===== src/hw/rtl/estimator_variance_health_monitor_core_assert.svh =====
// ----------------------------------------------------------------------------
// estimator variance health monitor - assertion macros
// shared property forms for the monitor's concurrent checks
// ----------------------------------------------------------------------------
`ifndef ESTIMATOR_VARIANCE_HEALTH_MONITOR_CORE_ASSERT_SVH
`define ESTIMATOR_VARIANCE_HEALTH_MONITOR_CORE_ASSERT_SVH

// same-cycle implication, checked outside reset
`define EVHM_ASSERT_IMP(lbl, ante, cons, msg) \
    lbl: assert property (@(posedge aclk) disable iff (!aresetn) \
        (ante) |-> (cons)) else $error(msg);

// next-cycle implication, checked outside reset
`define EVHM_ASSERT_NEXT(lbl, ante, cons, msg) \
    lbl: assert property (@(posedge aclk) disable iff (!aresetn) \
        (ante) |=> (cons)) else $error(msg);

`endif


===== src/hw/rtl/evhm_pkg.sv =====
// ----------------------------------------------------------------------------
// evhm_pkg
// types and constants shared by the variance health monitor modules
// ----------------------------------------------------------------------------
package evhm_pkg;

    // field widths
    localparam int VAR_W  = 16;
    localparam int CNT_W  = 8;
    localparam int TIME_W = 32;
    localparam int CFG_W  = 32;
    localparam int IDX_W  = 2;

    // configuration register indexes
    localparam logic [IDX_W-1:0] CFG_VARIANCE_THRESHOLD = 2'd0;
    localparam logic [IDX_W-1:0] CFG_FAIL_LIMIT         = 2'd1;
    localparam logic [IDX_W-1:0] CFG_WARN_INTERVAL_MS   = 2'd2;

    // configuration reset values
    localparam logic [VAR_W-1:0]  THRESHOLD_RST     = 16'd205;
    localparam logic [CNT_W-1:0]  FAIL_LIMIT_RST    = 8'd10;
    localparam logic [TIME_W-1:0] WARN_INTERVAL_RST = 32'd30000;

    // saturation point of the persistence counter
    localparam logic [CNT_W-1:0] CNT_MAX = 8'hFF;

    // one input item as held in the input register
    typedef struct packed {
        logic              origin_known;
        logic              var_valid;
        logic [VAR_W-1:0]  mag_var_x;
        logic [VAR_W-1:0]  mag_var_y;
        logic [VAR_W-1:0]  mag_var_z;
        logic [VAR_W-1:0]  vel_var;
        logic [VAR_W-1:0]  pos_var;
        logic              flow_ok;
        logic              pos_known;
        logic [TIME_W-1:0] now_ms;
    } evhm_item_t;

    // one result item
    typedef struct packed {
        logic variance_bad;
        logic var_over;
        logic yaw_reset_request;
        logic lane_switch_request;
        logic failsafe_raise;
        logic failsafe_clear;
        logic warn_send;
    } evhm_result_t;

    // status flags of the persistence logic
    typedef struct packed {
        logic bad_flag;
        logic failsafe_active;
    } evhm_status_t;

endpackage


===== src/hw/rtl/estimator_variance_health_monitor_core.sv =====
// ----------------------------------------------------------------------------
// estimator_variance_health_monitor_core
// per-tick variance vote with persistence counter and failsafe pulses
// ----------------------------------------------------------------------------
// One tick goes in on the s_ channel and exactly one result comes out on the
// m_ channel, in order. A tick is captured into an input register, judged and
// applied to the counter state as it moves on into an output register, which
// holds its result until the receiver takes it. A new tick is taken every
// cycle while results are drained, as the next state is combinational between
// the two registers. Write the configuration registers (index 0 threshold,
// 1 fail limit, 2 warning interval) only while no tick is in flight.
module estimator_variance_health_monitor_core (
    input  logic                             aclk,
    input  logic                             aresetn,
    // configuration
    input  logic                             cfg_we,
    input  logic [evhm_pkg::IDX_W-1:0]       cfg_index,
    input  logic [evhm_pkg::CFG_W-1:0]       cfg_wdata,
    // tick input
    input  logic                             s_valid,
    output logic                             s_ready,
    input  logic                             s_origin_known,
    input  logic                             s_var_valid,
    input  logic [evhm_pkg::VAR_W-1:0]       s_mag_var_x,
    input  logic [evhm_pkg::VAR_W-1:0]       s_mag_var_y,
    input  logic [evhm_pkg::VAR_W-1:0]       s_mag_var_z,
    input  logic [evhm_pkg::VAR_W-1:0]       s_vel_var,
    input  logic [evhm_pkg::VAR_W-1:0]       s_pos_var,
    input  logic                             s_flow_ok,
    input  logic                             s_pos_known,
    input  logic [evhm_pkg::TIME_W-1:0]      s_now_ms,
    // result output
    output logic                             m_valid,
    input  logic                             m_ready,
    output logic                             m_variance_bad,
    output logic                             m_var_over,
    output logic                             m_yaw_reset_request,
    output logic                             m_lane_switch_request,
    output logic                             m_failsafe_raise,
    output logic                             m_failsafe_clear,
    output logic                             m_warn_send
);
    import evhm_pkg::*;

    logic [VAR_W-1:0]  threshold_reg;
    logic [CNT_W-1:0]  fail_limit_reg;
    logic [TIME_W-1:0] warn_interval_reg;

    logic              in_valid_reg;
    logic              in_valid_next;
    evhm_item_t        item_reg;
    logic              out_valid_reg;
    logic              out_valid_next;
    evhm_result_t      out_reg;

    logic              s_xfer;
    logic              advance;
    logic              over;
    evhm_result_t      res;
    evhm_status_t      status;

    // configuration registers
    always_ff @(posedge aclk) begin
        if (!aresetn) begin
            threshold_reg     <= THRESHOLD_RST;
            fail_limit_reg    <= FAIL_LIMIT_RST;
            warn_interval_reg <= WARN_INTERVAL_RST;
        end else if (cfg_we) begin
            case (cfg_index)
                CFG_VARIANCE_THRESHOLD: threshold_reg     <= cfg_wdata[VAR_W-1:0];
                CFG_FAIL_LIMIT:         fail_limit_reg    <= cfg_wdata[CNT_W-1:0];
                CFG_WARN_INTERVAL_MS:   warn_interval_reg <= cfg_wdata[TIME_W-1:0];
                default: ;
            endcase
        end
    end

    // pipeline handshake
    assign advance        = in_valid_reg && (!out_valid_reg || m_ready);
    assign s_ready        = !in_valid_reg || advance;
    assign s_xfer         = s_valid && s_ready;
    assign in_valid_next  = s_xfer || (in_valid_reg && !advance);
    assign out_valid_next = advance || (out_valid_reg && !m_ready);

    // input register
    always_ff @(posedge aclk) begin
        if (!aresetn) begin
            in_valid_reg <= 1'b0;
        end else begin
            in_valid_reg <= in_valid_next;
        end
    end

    always_ff @(posedge aclk) begin
        if (s_xfer) begin
            item_reg.origin_known <= s_origin_known;
            item_reg.var_valid    <= s_var_valid;
            item_reg.mag_var_x    <= s_mag_var_x;
            item_reg.mag_var_y    <= s_mag_var_y;
            item_reg.mag_var_z    <= s_mag_var_z;
            item_reg.vel_var      <= s_vel_var;
            item_reg.pos_var      <= s_pos_var;
            item_reg.flow_ok      <= s_flow_ok;
            item_reg.pos_known    <= s_pos_known;
            item_reg.now_ms       <= s_now_ms;
        end
    end

    // variance vote
    evhm_vote u_vote (
        .item      (item_reg),
        .threshold (threshold_reg),
        .over      (over)
    );

    // persistence and failsafe state
    evhm_state u_state (
        .aclk             (aclk),
        .aresetn          (aresetn),
        .step_en          (advance),
        .item             (item_reg),
        .over             (over),
        .threshold        (threshold_reg),
        .fail_limit       (fail_limit_reg),
        .warn_interval_ms (warn_interval_reg),
        .res              (res),
        .status           (status)
    );

    // output register
    always_ff @(posedge aclk) begin
        if (!aresetn) begin
            out_valid_reg <= 1'b0;
        end else begin
            out_valid_reg <= out_valid_next;
        end
    end

    always_ff @(posedge aclk) begin
        if (advance) begin
            out_reg <= res;
        end
    end

    assign m_valid               = out_valid_reg;
    assign m_variance_bad        = out_reg.variance_bad;
    assign m_var_over            = out_reg.var_over;
    assign m_yaw_reset_request   = out_reg.yaw_reset_request;
    assign m_lane_switch_request = out_reg.lane_switch_request;
    assign m_failsafe_raise      = out_reg.failsafe_raise;
    assign m_failsafe_clear      = out_reg.failsafe_clear;
    assign m_warn_send           = out_reg.warn_send;

    // checks
`include "estimator_variance_health_monitor_core_assert.svh"

    `EVHM_ASSERT_IMP(a_fs_bad, 1'b1, status.failsafe_active == status.bad_flag, "fs mismatch")
    `EVHM_ASSERT_IMP(a_raise_bad, m_valid && m_failsafe_raise, m_variance_bad, "raise w/o bad")
    `EVHM_ASSERT_IMP(a_warn_raise, m_valid && m_warn_send, m_failsafe_raise, "warn w/o raise")
    `EVHM_ASSERT_NEXT(a_clr, advance && res.failsafe_clear, !status.bad_flag, "bad after clear")

endmodule


===== src/hw/rtl/evhm_vote.sv =====
// ----------------------------------------------------------------------------
// evhm_vote
// votes compass, velocity and position variances against the threshold
// ----------------------------------------------------------------------------
module evhm_vote (
    input  evhm_pkg::evhm_item_t     item,
    input  logic [evhm_pkg::VAR_W-1:0] threshold,
    output logic                     over
);
    import evhm_pkg::*;

    logic [VAR_W-1:0] mag_xy;
    logic [VAR_W-1:0] mag_max;
    logic             mag_hit;
    logic             vel_hit;
    logic             vel_double_hit;
    logic             pos_hit;
    logic             any_hit;
    logic             two_hits;

    // largest compass axis
    assign mag_xy  = (item.mag_var_y > item.mag_var_x) ? item.mag_var_y : item.mag_var_x;
    assign mag_max = (item.mag_var_z > mag_xy) ? item.mag_var_z : mag_xy;

    // single compares
    assign mag_hit = (mag_max >= threshold);
    assign vel_hit = (item.vel_var >= threshold);
    assign pos_hit = (item.pos_var >= threshold);

    // double threshold on 17 bits, only without healthy optical flow
    assign vel_double_hit = !item.flow_ok &&
                            ({1'b0, item.vel_var} >= {threshold, 1'b0});

    // vote count of at least one and of at least two
    assign any_hit  = mag_hit || vel_hit;
    assign two_hits = vel_double_hit || (mag_hit && vel_hit);

    // final decision, disabled by invalid variances or zero threshold
    assign over = item.var_valid && (threshold != '0) &&
                  ((pos_hit && any_hit) || two_hits);

endmodule


===== src/hw/rtl/evhm_state.sv =====
// ----------------------------------------------------------------------------
// evhm_state
// persistence counter, bad flag, failsafe latch and warning throttle
// ----------------------------------------------------------------------------
module evhm_state (
    input  logic                          aclk,
    input  logic                          aresetn,
    input  logic                          step_en,
    input  evhm_pkg::evhm_item_t          item,
    input  logic                          over,
    input  logic [evhm_pkg::VAR_W-1:0]    threshold,
    input  logic [evhm_pkg::CNT_W-1:0]    fail_limit,
    input  logic [evhm_pkg::TIME_W-1:0]   warn_interval_ms,
    output evhm_pkg::evhm_result_t        res,
    output evhm_pkg::evhm_status_t        status
);
    import evhm_pkg::*;

    logic [CNT_W-1:0]  fail_counter_reg;
    logic [CNT_W-1:0]  fail_counter_next;
    logic              bad_flag_reg;
    logic              bad_flag_next;
    logic              ever_passed_reg;
    logic              ever_passed_next;
    logic [TIME_W-1:0] last_warn_ms_reg;
    logic [TIME_W-1:0] last_warn_ms_next;
    logic              failsafe_active_reg;
    logic              failsafe_active_next;

    logic [CNT_W-1:0]  cnt_inc;
    logic [CNT_W-1:0]  cnt_dec;
    logic [CNT_W-1:0]  limit_m1;
    logic [CNT_W-1:0]  limit_m2;
    logic [TIME_W-1:0] since_warn;
    logic              warn_due;
    logic              passed;

    // counter steps and limit marks; the increment saturates at CNT_MAX, the rest wrap like 8-bit arithmetic
    assign cnt_inc    = (fail_counter_reg == CNT_MAX) ? fail_counter_reg
                                                      : fail_counter_reg + 8'd1;
    assign cnt_dec    = fail_counter_reg - 8'd1;
    assign limit_m1   = fail_limit - 8'd1;
    assign limit_m2   = fail_limit - 8'd2;
    assign since_warn = item.now_ms - last_warn_ms_reg;
    assign warn_due   = (since_warn > warn_interval_ms);
    assign passed     = !over && item.pos_known;

    // next state and result pulses for one tick
    always_comb begin
        fail_counter_next    = fail_counter_reg;
        bad_flag_next        = bad_flag_reg;
        ever_passed_next     = ever_passed_reg;
        last_warn_ms_next    = last_warn_ms_reg;
        failsafe_active_next = failsafe_active_reg;
        res                  = '0;
        if (item.origin_known) begin
            if (threshold == '0) begin
                // check disabled: clear the counter, the bad flag and the failsafe
                fail_counter_next = '0;
                bad_flag_next     = 1'b0;
                if (failsafe_active_reg) begin
                    failsafe_active_next = 1'b0;
                    res.failsafe_clear   = 1'b1;
                end
            end else begin
                res.var_over = over;
                if (passed) begin
                    ever_passed_next = 1'b1;
                end
                if (ever_passed_reg || passed) begin
                    if (!passed) begin
                        if (!bad_flag_reg) begin
                            // count up toward the failure declaration
                            fail_counter_next       = cnt_inc;
                            res.yaw_reset_request   = (cnt_inc == limit_m2) && over;
                            res.lane_switch_request = (cnt_inc == limit_m1);
                            if (cnt_inc >= fail_limit) begin
                                fail_counter_next    = fail_limit;
                                bad_flag_next        = 1'b1;
                                failsafe_active_next = 1'b1;
                                res.failsafe_raise   = 1'b1;
                                if (warn_due) begin
                                    res.warn_send     = 1'b1;
                                    last_warn_ms_next = item.now_ms;
                                end
                            end
                        end
                    end else if (fail_counter_reg != '0) begin
                        // decay, clear the failure at zero
                        fail_counter_next = cnt_dec;
                        if (bad_flag_reg && (cnt_dec == '0)) begin
                            bad_flag_next = 1'b0;
                            if (failsafe_active_reg) begin
                                failsafe_active_next = 1'b0;
                                res.failsafe_clear   = 1'b1;
                            end
                        end
                    end
                end
            end
        end
        res.variance_bad = bad_flag_next;
    end

    // state registers, updated once per processed item
    always_ff @(posedge aclk) begin
        if (!aresetn) begin
            fail_counter_reg    <= '0;
            bad_flag_reg        <= 1'b0;
            ever_passed_reg     <= 1'b0;
            last_warn_ms_reg    <= '0;
            failsafe_active_reg <= 1'b0;
        end else if (step_en) begin
            fail_counter_reg    <= fail_counter_next;
            bad_flag_reg        <= bad_flag_next;
            ever_passed_reg     <= ever_passed_next;
            last_warn_ms_reg    <= last_warn_ms_next;
            failsafe_active_reg <= failsafe_active_next;
        end
    end

    assign status.bad_flag        = bad_flag_reg;
    assign status.failsafe_active = failsafe_active_reg;

endmodule


===== config.mk =====
export PLATFORM = sky130hd
export DESIGN_NAME = estimator_variance_health_monitor_core
export DESIGN_NICKNAME = d
export VERILOG_FILES = /design/src/hw/rtl/evhm_pkg.sv /design/src/hw/rtl/estimator_variance_health_monitor_core.sv /design/src/hw/rtl/evhm_vote.sv /design/src/hw/rtl/evhm_state.sv
export VERILOG_INCLUDE_DIRS = /design/src /design/src/hw/rtl
export SDC_FILE = /design/constraint.sdc
export NUM_CORES = 1
export LEC_CHECK = 0
export ABC_AREA = 1
export ABC_CLOCK_PERIOD_IN_PS = 6300
export BUFFER_PORTS_ARGS = -buffer_cell sky130_fd_sc_hd__buf_2
export CORE_MARGIN = 1.5
export CORE_UTILIZATION = 50
export DETAILED_ROUTE_END_ITERATION = 10
export MAX_ROUTING_LAYER = met4
export PLACE_DENSITY_LB_ADDON = 0.15
export SYNTH_ARGS = -nofsm -noshare
export SYNTH_HDL_FRONTEND = slang
export SYNTH_HIERARCHICAL = 1
export SYNTH_SLANG_ARGS = --single-unit

===== constraint.sdc =====
create_clock -name aclk -period 6.3 [get_ports aclk]
set_input_delay 1.26 -clock aclk [delete_from_list [all_inputs] [get_ports aclk]]
set_output_delay 1.26 -clock aclk [all_outputs]
set_load 0.01 [all_outputs]

==> results.json, run 1 <==
{
  "outcome": "finished clean",
  "grt_max_degree": 99,
  "wirelength_um": 37000,
  "routabilityCongestion": 0.964,
  "port_buffers": 163,
  "num_rows": 63,
  "fmax_mhz": 176,
  "antenna_left": 0,
  "initial_core_util_pct": 51.1,
  "holdWs_ns": 0.469,
  "setup_slack_ns": 0.607,
  "core_um2": 29900,
  "finalSetupViolCount": 0,
  "top_layer": "met4",
  "clock_tree.buffer_depth": 3,
  "hold_viol": 0,
  "wl_per_cell_um": 14.4,
  "place_ws_ns": 0.305,
  "reg2reg_slack_ns": 0.61,
  "leakage_nw": 8.60,
  "cp-start-kind": "flop",
  "wl_met1_um": 18300,
  "cts_tree": "yes",
  "synth_cells": 2015,
  "max_slew.worst_pin.slew_ns": 1.03,
  "n_fill_cell": 2840,
  "path_max_fanout": 17,
  "die_x_um": 178,
  "p_total_w": 0.00403,
  "cp-end-kind": "flop",
  "drv_slew": 0,
  "vdd_drop_max_uv": 199,
  "dpl.hpwl_um": 28500,
  "hold_buffers": 0,
  "post-route-min-period_ns": 5.69,
  "crit_top_cell": "nand2_1",
  "die_y_um": 178,
  "syn_area_per_cell_um2": 7.57,
  "insertion_delay_ns": 0.54,
  "grt_first_pass_wirelength_um": 60800,
  "cts_root_buffer": "clkbuf_16",
  "viasPerCell": 5.08,
  "setup_tns_ns": 0,
  "drtIter0Drc": 815,
  "slowest_stage": "edfxtp_1",
  "nets": 2497,
  "regArea_um2": 5720,
  "wl_met3_um": 1540,
  "grt.total_usage_pct": 24.6,
  "clk_pin_slew_ns": 0.06,
  "crit_required_ns": 6.77,
  "largest_reg_flops": 116,
  "drive_above_1_share_pct": 13.8,
  "fin_crit_sh_pct": 90.4,
  "crit_type": "flop to flop",
  "syn-cell-area_um2": 15300,
  "antenna_cells": 0,
  "final_util_pct": 57.9,
  "crit_arrival_ns": 6.16,
  "drc": 0,
  "firstDrtPassIters": 6,
  "antenna_found_initial": 0,
  "rsz0062_at_grt": "no",
  "num_vias": 13106,
  "synth_nets": 2344,
  "clock-sinks": 224,
  "drv_cap": 0,
  "htree_levels": 1,
  "relSlewSlack_pct": 31.4,
  "hp-class": "flop to flop",
  "die-area_um2": 31600,
  "synthToLayoutAreaGrowth_pct": 13.3,
  "wl_met2_um": 16400,
  "multi_input_area_um2": 8020,
  "synth_warnings": 6,
  "grt_pass1_vias": 12514,
  "ios": 164,
  "finalClockSkew_ns": 0.0209,
  "max_stage_delay_ns": 0.35,
  "power_density_nw_per_um2": 233,
  "numCtsBuffers": 26,
  "grt-ovfl-total": 0
}
==> worst max-delay path, delay by kind of cell (launching register included) <==
family	cells	cell delay (ns)
adder cells (fa/ha/maj)	3	0.80
AND/OR/NAND/NOR	28	3.45
flip-flops	1	0.35
AO/OA/AOI/OAI	4	0.56
buffers and inverters	5	0.43
==> through the flow <==
step | area, um2 | cells
after floorplan | 15300 | 2015
after global placement | 16300 | 2529
after detailed placement | 16300 | 2529
after global routing | 17300 | 2578
final | 17300 | 2578
after CTS | 17200 | 2577
==> cell type report <==
type / instances / area share, %
inverters: 345 / 7.52
multi-input cells: 1400 / 46.3
clock buffers: 36 / 4.48
repair buffers: 171 / 5.11
clock inverters: 12 / 0.687
flip-flops and latches: 224 / 33.0
well taps: 390 / 2.82
==> path summary, 6_finish.rpt <==
check                         startpoint                          end  depth (start not counted)
max                        item_reg[103]  u_state/last_warn_ms_reg[2]                         40
min reg2reg  u_state/failsafe_active_reg  u_state/failsafe_active_reg                          2
max reg2reg                item_reg[103]  u_state/last_warn_ms_reg[2]                         40
min          u_state/failsafe_active_reg  u_state/failsafe_active_reg                          2
==> metal layers <==
layer  vias to the layer above  GRT usage (%)
li1                       6802              -
met1                      5983           34.0
met2                       271           38.6
met3                        50           2.49
met4                         0           5.88
met5                         -              -
==> power by group <==
group / internal [W] / switching (W) / leakage (nW)
Combinational: 0.000297 / 0.000517 / 6.15
Clock: 0.000941 / 0.000611 / 0.432
Sequential: 0.00162 / 0.0000447 / 2.02
==> repair_timing <==
item | 4_1_cts | 5_1_grt
setup buffers | 0 | 0
setup endpoints to repair | 0 | 43
gates resized for setup | 0 | 7
==> placed cells by master (no fill, tap or decap), types with 3 or more instances in the layout <==
cell type	instances
nand2_2	6
edfxtp_1	123
clkbuf_16	29
nor3_1	16
nand3_1	108
a21oi_1	129
a21o_1	7
nand3_4	3
xor2_1	43
buf_2	163
clkbuf_1	3
nor4_1	5
nor3_2	3
buf_4	6
xnor2_1	7
o21a_1	6
o21ai_1	5
clkinvlp_4	3
o21bai_1	4
o21ai_0	50
inv_1	301
nand3b_1	3
a31oi_1	5
ha_1	173
clkinv_1	5
nand2_1	507
nor2_2	3
nand2_4	12
nor2_1	222
nand4_1	53
nand3_2	12
inv_2	41
dfxtp_1	101
Note: power is estimated with default switching activity, not from simulation.
==> run 2, diff against run 1 <==
--- a/config.mk
+++ b/config.mk
@@ -10,7 +10,7 @@
 export ABC_CLOCK_PERIOD_IN_PS = 6300
 export BUFFER_PORTS_ARGS = -buffer_cell sky130_fd_sc_hd__buf_2
 export CORE_MARGIN = 1.5
-export CORE_UTILIZATION = 50
+export CORE_UTILIZATION = 60
 export DETAILED_ROUTE_END_ITERATION = 10
 export MAX_ROUTING_LAYER = met4
 export PLACE_DENSITY_LB_ADDON = 0.15
==> run 2 against run 1 <==
Against the previous run: sequential share of layout area is 0.21 points higher; maximum frequency is 4.0% lower; clock skew is 0.0083 ns lower; highest routed layer unchanged; critical endpoint is now u_state/last_warn_ms_reg[15].
==> results.json, run 2 (synthesis gave the netlist of run 1 again) <==
{
  "p_total_w": 0.00393,
  "drc": 0,
  "leakage_nw": 8.58,
  "routabilityCongestion": 0.937,
  "die_y_um": 162,
  "grt_pass1_vias": 12216,
  "fin_crit_sh_pct": 94.2,
  "ios": 164,
  "htree_levels": 1,
  "crit_top_cell": "nand2_1",
  "crit_arrival_ns": 6.40,
  "port_buffers": 163,
  "clk_pin_slew_ns": 0.06,
  "vdd_drop_max_uv": 270,
  "path_max_fanout": 17,
  "viasPerCell": 5.33,
  "crit_required_ns": 6.76,
  "fmax_mhz": 169,
  "num_rows": 58,
  "cp-end-kind": "flop",
  "grt_first_pass_wirelength_um": 59900,
  "core_um2": 25000,
  "largest_reg_flops": 116,
  "slowest_stage": "edfxtp_1",
  "cts_root_buffer": "clkbuf_16",
  "cts_tree": "yes",
  "relSlewSlack_pct": 31.4,
  "hold_buffers": 0,
  "initial_core_util_pct": 61.0,
  "antenna_cells": 0,
  "hold_viol": 0,
  "layout_common_cells": "nand2_1 (507), inv_1 (301), nor2_1 (222)",
  "drive_above_1_share_pct": 13.9,
  "finalSetupViolCount": 0,
  "insertion_delay_ns": 0.53,
  "drv_slew": 0,
  "max_slew.worst_pin.slew_ns": 1.03,
  "grt-ovfl-total": 0,
  "layout_commonest_cell": "nand2_1",
  "drtIter0Drc": 1198,
  "drv_cap": 0,
  "grt_max_degree": 90,
  "clock-sinks": 224,
  "antenna_found_initial": 0,
  "grt.total_usage_pct": 29.1,
  "power_density_nw_per_um2": 229,
  "die_x_um": 162,
  "cp-start-kind": "flop",
  "antenna_left": 0,
  "dpl.hpwl_um": 28000,
  "crit_type": "flop to flop",
  "post-route-min-period_ns": 5.93,
  "wirelength_um": 37200,
  "hp-class": "flop to flop",
  "die-area_um2": 26400,
  "num_vias": 13419,
  "numCtsBuffers": 25,
  "nets": 2497,
  "wl_per_cell_um": 14.8,
  "place_area_um2": 16300,
  "final_area_um2": 17200,
  "finalClockSkew_ns": 0.0126,
  "clock_tree.buffer_depth": 3,
  "synthToLayoutAreaGrowth_pct": 12.6,
  "outcome": "finished clean",
  "firstDrtPassIters": 7,
  "final_util_pct": 68.6,
  "max_stage_delay_ns": 0.40
}
run 2: layer usage:
layer / GRT usage [%] / vias up / part of all wire [%]
li1: - / 6824 / -
met1: 40.2 / 6146 / 47
met2: 45.6 / 379 / 44
met3: 3.08 / 70 / 5.8
met4: 7.84 / 0 / 2.8
met5: - / - / 0
run 2: final timing paths:
path	startpoint	to	slack, ns	cells after the start
min	fail_limit_reg[1]	fail_limit_reg[1]	0.46	2
min reg2reg	fail_limit_reg[1]	fail_limit_reg[1]	0.46	2
max	item_reg[88]	u_state/last_warn_ms_reg[15]	0.37	38
max reg2reg	item_reg[88]	u_state/last_warn_ms_reg[15]	0.37	38
run 2: final cells by class:
cell class,instances,area [um2]
Multi-Input combinational cell,1401,8030
Fill cell,2158,7850
Sequential cell,224,5720
Inverter,345,1300
Timing Repair Buffer,171,901
Clock buffer,36,739
Tap cell,330,413
Clock inverter,10,86.3
run 2: report_power, final:
group          switching [W]  internal [W]  leakage, nW
Sequential         0.0000439       0.00162         2.02
Combinational       0.000525      0.000299         6.15
Clock               0.000584      0.000859        0.407
Total                0.00115       0.00277         8.58
run 2: timing repair:
action	4_1_cts	5_1_grt
setup buffers	0	2
gates resized for setup	0	9
hold endpoints to repair	0	0
setup endpoints to repair	0	41
run 2: critical path, delay by kind of cell, from the launching register on:
family	cells	cell delay (ns)
AOI/OAI and AO/OA	1	0.20
adders and majority gates	3	0.93
buffers and inverters	6	0.56
DFF	1	0.40
and+or+nand+nor	28	3.75
run 2: stage by stage:
step           hold slack [ns]  worst slack, ns  TNS (ns)  cells
2_1_floorplan            0.429             1.53         0   2015
3_3_place_gp             0.447            0.315         0   2467
3_5_place_dp             0.454            0.131         0   2467
4_1_cts                  0.469           0.0372         0   2513
5_1_grt                  0.506         -0.00972  -0.00972   2517
6_report                 0.464            0.368         0   2517
==> run 3, diff against run 2 <==
--- a/config.mk
+++ b/config.mk
@@ -7,13 +7,14 @@
 export NUM_CORES = 1
 export LEC_CHECK = 0
 export ABC_AREA = 1
-export ABC_CLOCK_PERIOD_IN_PS = 6300
+export ABC_CLOCK_PERIOD_IN_PS = 7400
 export BUFFER_PORTS_ARGS = -buffer_cell sky130_fd_sc_hd__buf_2
 export CORE_MARGIN = 1.5
-export CORE_UTILIZATION = 60
+export CORE_UTILIZATION = 65
 export DETAILED_ROUTE_END_ITERATION = 10
 export MAX_ROUTING_LAYER = met4
 export PLACE_DENSITY_LB_ADDON = 0.15
+export REMOVE_ABC_BUFFERS = 1
 export SYNTH_ARGS = -nofsm -noshare
 export SYNTH_HDL_FRONTEND = slang
 export SYNTH_HIERARCHICAL = 1
==> constraint.sdc (replaced) <==
create_clock -name aclk -period 7.4 [get_ports aclk]
set_input_delay 1.48 -clock aclk [delete_from_list [all_inputs] [get_ports aclk]]
set_output_delay 1.48 -clock aclk [all_outputs]
set_load 0.01 [all_outputs]
==> run 3 against run 2 <==
Against the previous run: count of clock-buffer cells in the layout is 5 lower; worst setup slack improved by 0.69 ns; power is 17% lower; maximum frequency is 6.5% lower; clock skew about the same; wire length shrank 1.9%; final cell count decreased by 0.91%; critical path depth increased by 2; combinational power fell by 17%; sequential cell count unchanged; via count shrank 0.85%; sequential share of layout area increased by 0.41 points; critical endpoint is now u_state/last_warn_ms_reg[6]; largest power group unchanged.
==> results.json, run 3 (synthesis gave the netlist of run 1 again) <==
{
  "routabilityCongestion": 0.936,
  "layout_common_cells": "nand2_1 (506), inv_1 (301), nor2_1 (222)",
  "crit_top_cell": "nand2_1",
  "wl_per_cell_um": 14.6,
  "hp-start": "fail_limit_reg[1]",
  "grt-ovfl-total": 0,
  "cp-end-kind": "flop",
  "nets": 2491,
  "outcome": "finished clean",
  "post-route-min-period_ns": 6.34,
  "insertion_delay_ns": 0.53,
  "largest_reg_flops": 116,
  "fmax_mhz": 158,
  "cp-start-kind": "flop",
  "drv_slew": 0,
  "hold_viol": 0,
  "rsz0062_at_grt": "no",
  "setup_tns_ns": 0,
  "dpl.hpwl_um": 27300,
  "finalSetupViolCount": 0,
  "num_vias": 13305,
  "path_max_fanout": 32,
  "core_um2": 22800,
  "drtIter0Drc": 998,
  "holdPathStages": 2,
  "htree_levels": 1,
  "wirelength_um": 36500,
  "clock_tree.buffer_depth": 3,
  "clock-sinks": 224,
  "grt_pass1_vias": 12689,
  "numCtsBuffers": 25,
  "port_buffers": 163,
  "power_density_nw_per_um2": 192,
  "place_area_um2": 16200,
  "crit_arrival_ns": 6.76,
  "num_rows": 55,
  "final_cells": 2494,
  "final_area_um2": 17000,
  "ios": 164,
  "cts_resized": 0,
  "max_stage_delay_ns": 0.51,
  "cts_root_buffer": "clkbuf_16",
  "layout_commonest_cell": "nand2_1",
  "r2r-end": "u_state/last_warn_ms_reg[6]",
  "relSlewSlack_pct": 28.3,
  "grt_first_pass_wirelength_um": 59600,
  "firstDrtPassIters": 5,
  "crit_type": "flop to flop",
  "max_slew.worst_pin.slew_ns": 1.07,
  "dp.cells": 2448,
  "synthToLayoutAreaGrowth_pct": 11.2,
  "drive_above_1_share_pct": 13.3,
  "timing.rr.start": "item_reg[103]",
  "drc": 0,
  "reg2reg_slack_ns": 1.06,
  "viasPerCell": 5.33,
  "leakage_nw": 8.50,
  "grt.total_usage_pct": 31.1,
  "hold_buffers": 0,
  "slowest_stage": "nor4_1",
  "antenna_found_initial": 1,
  "clk_pin_slew_ns": 0.06,
  "hp-class": "flop to flop",
  "initial_core_util_pct": 66.8,
  "rr_worst_depth": 40,
  "die-area_um2": 24400,
  "fin_crit_sh_pct": 85.7,
  "vdd_drop_max_uv": 255,
  "hold_end": "fail_limit_reg[1]",
  "die_y_um": 156,
  "crit_required_ns": 7.82,
  "cts_tree": "yes",
  "die_x_um": 156,
  "finalClockSkew_ns": 0.0125,
  "drv_cap": 0,
  "grt_max_degree": 99,
  "post_cts_buffers": 0,
  "antenna_left": 0
}
## run 3: where the power goes
part | internal [W] | leakage (nW) | switching [W]
clock | 0.000654 | 0.361 | 0.000496
combinational | 0.000252 | 6.12 | 0.000436
sequential | 0.00138 | 2.02 | 0.0000369
## run 3: how the worst max path moves through the flow
stage / from / to / slack (ns)
2_1_floorplan: item_reg[113] / u_state/last_warn_ms_reg[10] / 2.00
3_3_place_gp: item_reg[111] / u_state/last_warn_ms_reg[30] / 1.55
3_5_place_dp: item_reg[99] / u_state/last_warn_ms_reg[30] / 1.26
4_1_cts: item_reg[99] / u_state/last_warn_ms_reg[2] / 1.20
5_1_grt: item_reg[89] / u_state/last_warn_ms_reg[30] / 0.57
6_report: item_reg[103] / u_state/last_warn_ms_reg[6] / 1.06
## run 3: area by class of cell
type                            instances  area (um2)
Multi-Input combinational cell       1399        7970
Fill cell                            1820        5870
Sequential cell                       224        5720
Inverter                              345        1300
Timing Repair Buffer                  167         846
Clock buffer                           31         648
Tap cell                              313         392
Clock inverter                         14        98.8
Antenna cell                            1        2.50
## run 3: per-stage QoR
| stage | setup WS [ns] | hold slack, ns | total power [W] | utilization (%) |
|---|---|---|---|---|
| final | 1.06 | 0.464 | 0.00325 | 74.3 |
| after global routing | 0.566 | 0.494 | 0.00341 | 74.3 |
| after CTS | 1.20 | 0.462 | 0.00326 | 74.3 |
| after detailed placement | 1.26 | 0.448 | 0.00211 | 71.0 |
| after global placement | 1.55 | 0.443 | 0.00208 | 71.0 |
| after floorplan | 2.00 | 0.429 | 0.00190 | - |
## run 3: metal layers
layer	wire length [um]	up-vias	GRT usage [%]
met2	17600	401	53.2
met4	962	0	8.89
met3	2010	66	3.52
met1	16000	6044	39.0
met5	0	-	-
li1	-	6794	-
## run 3: critical path: cells and delay by family (launching register included)
family	cells	cell delay, ns
buffers and inverters	5	0.77
adder cells (fa/ha/maj)	3	0.78
AO/OA/AOI/OAI	4	0.69
AND/OR/NAND/NOR	28	3.64
flip-flops	1	0.35
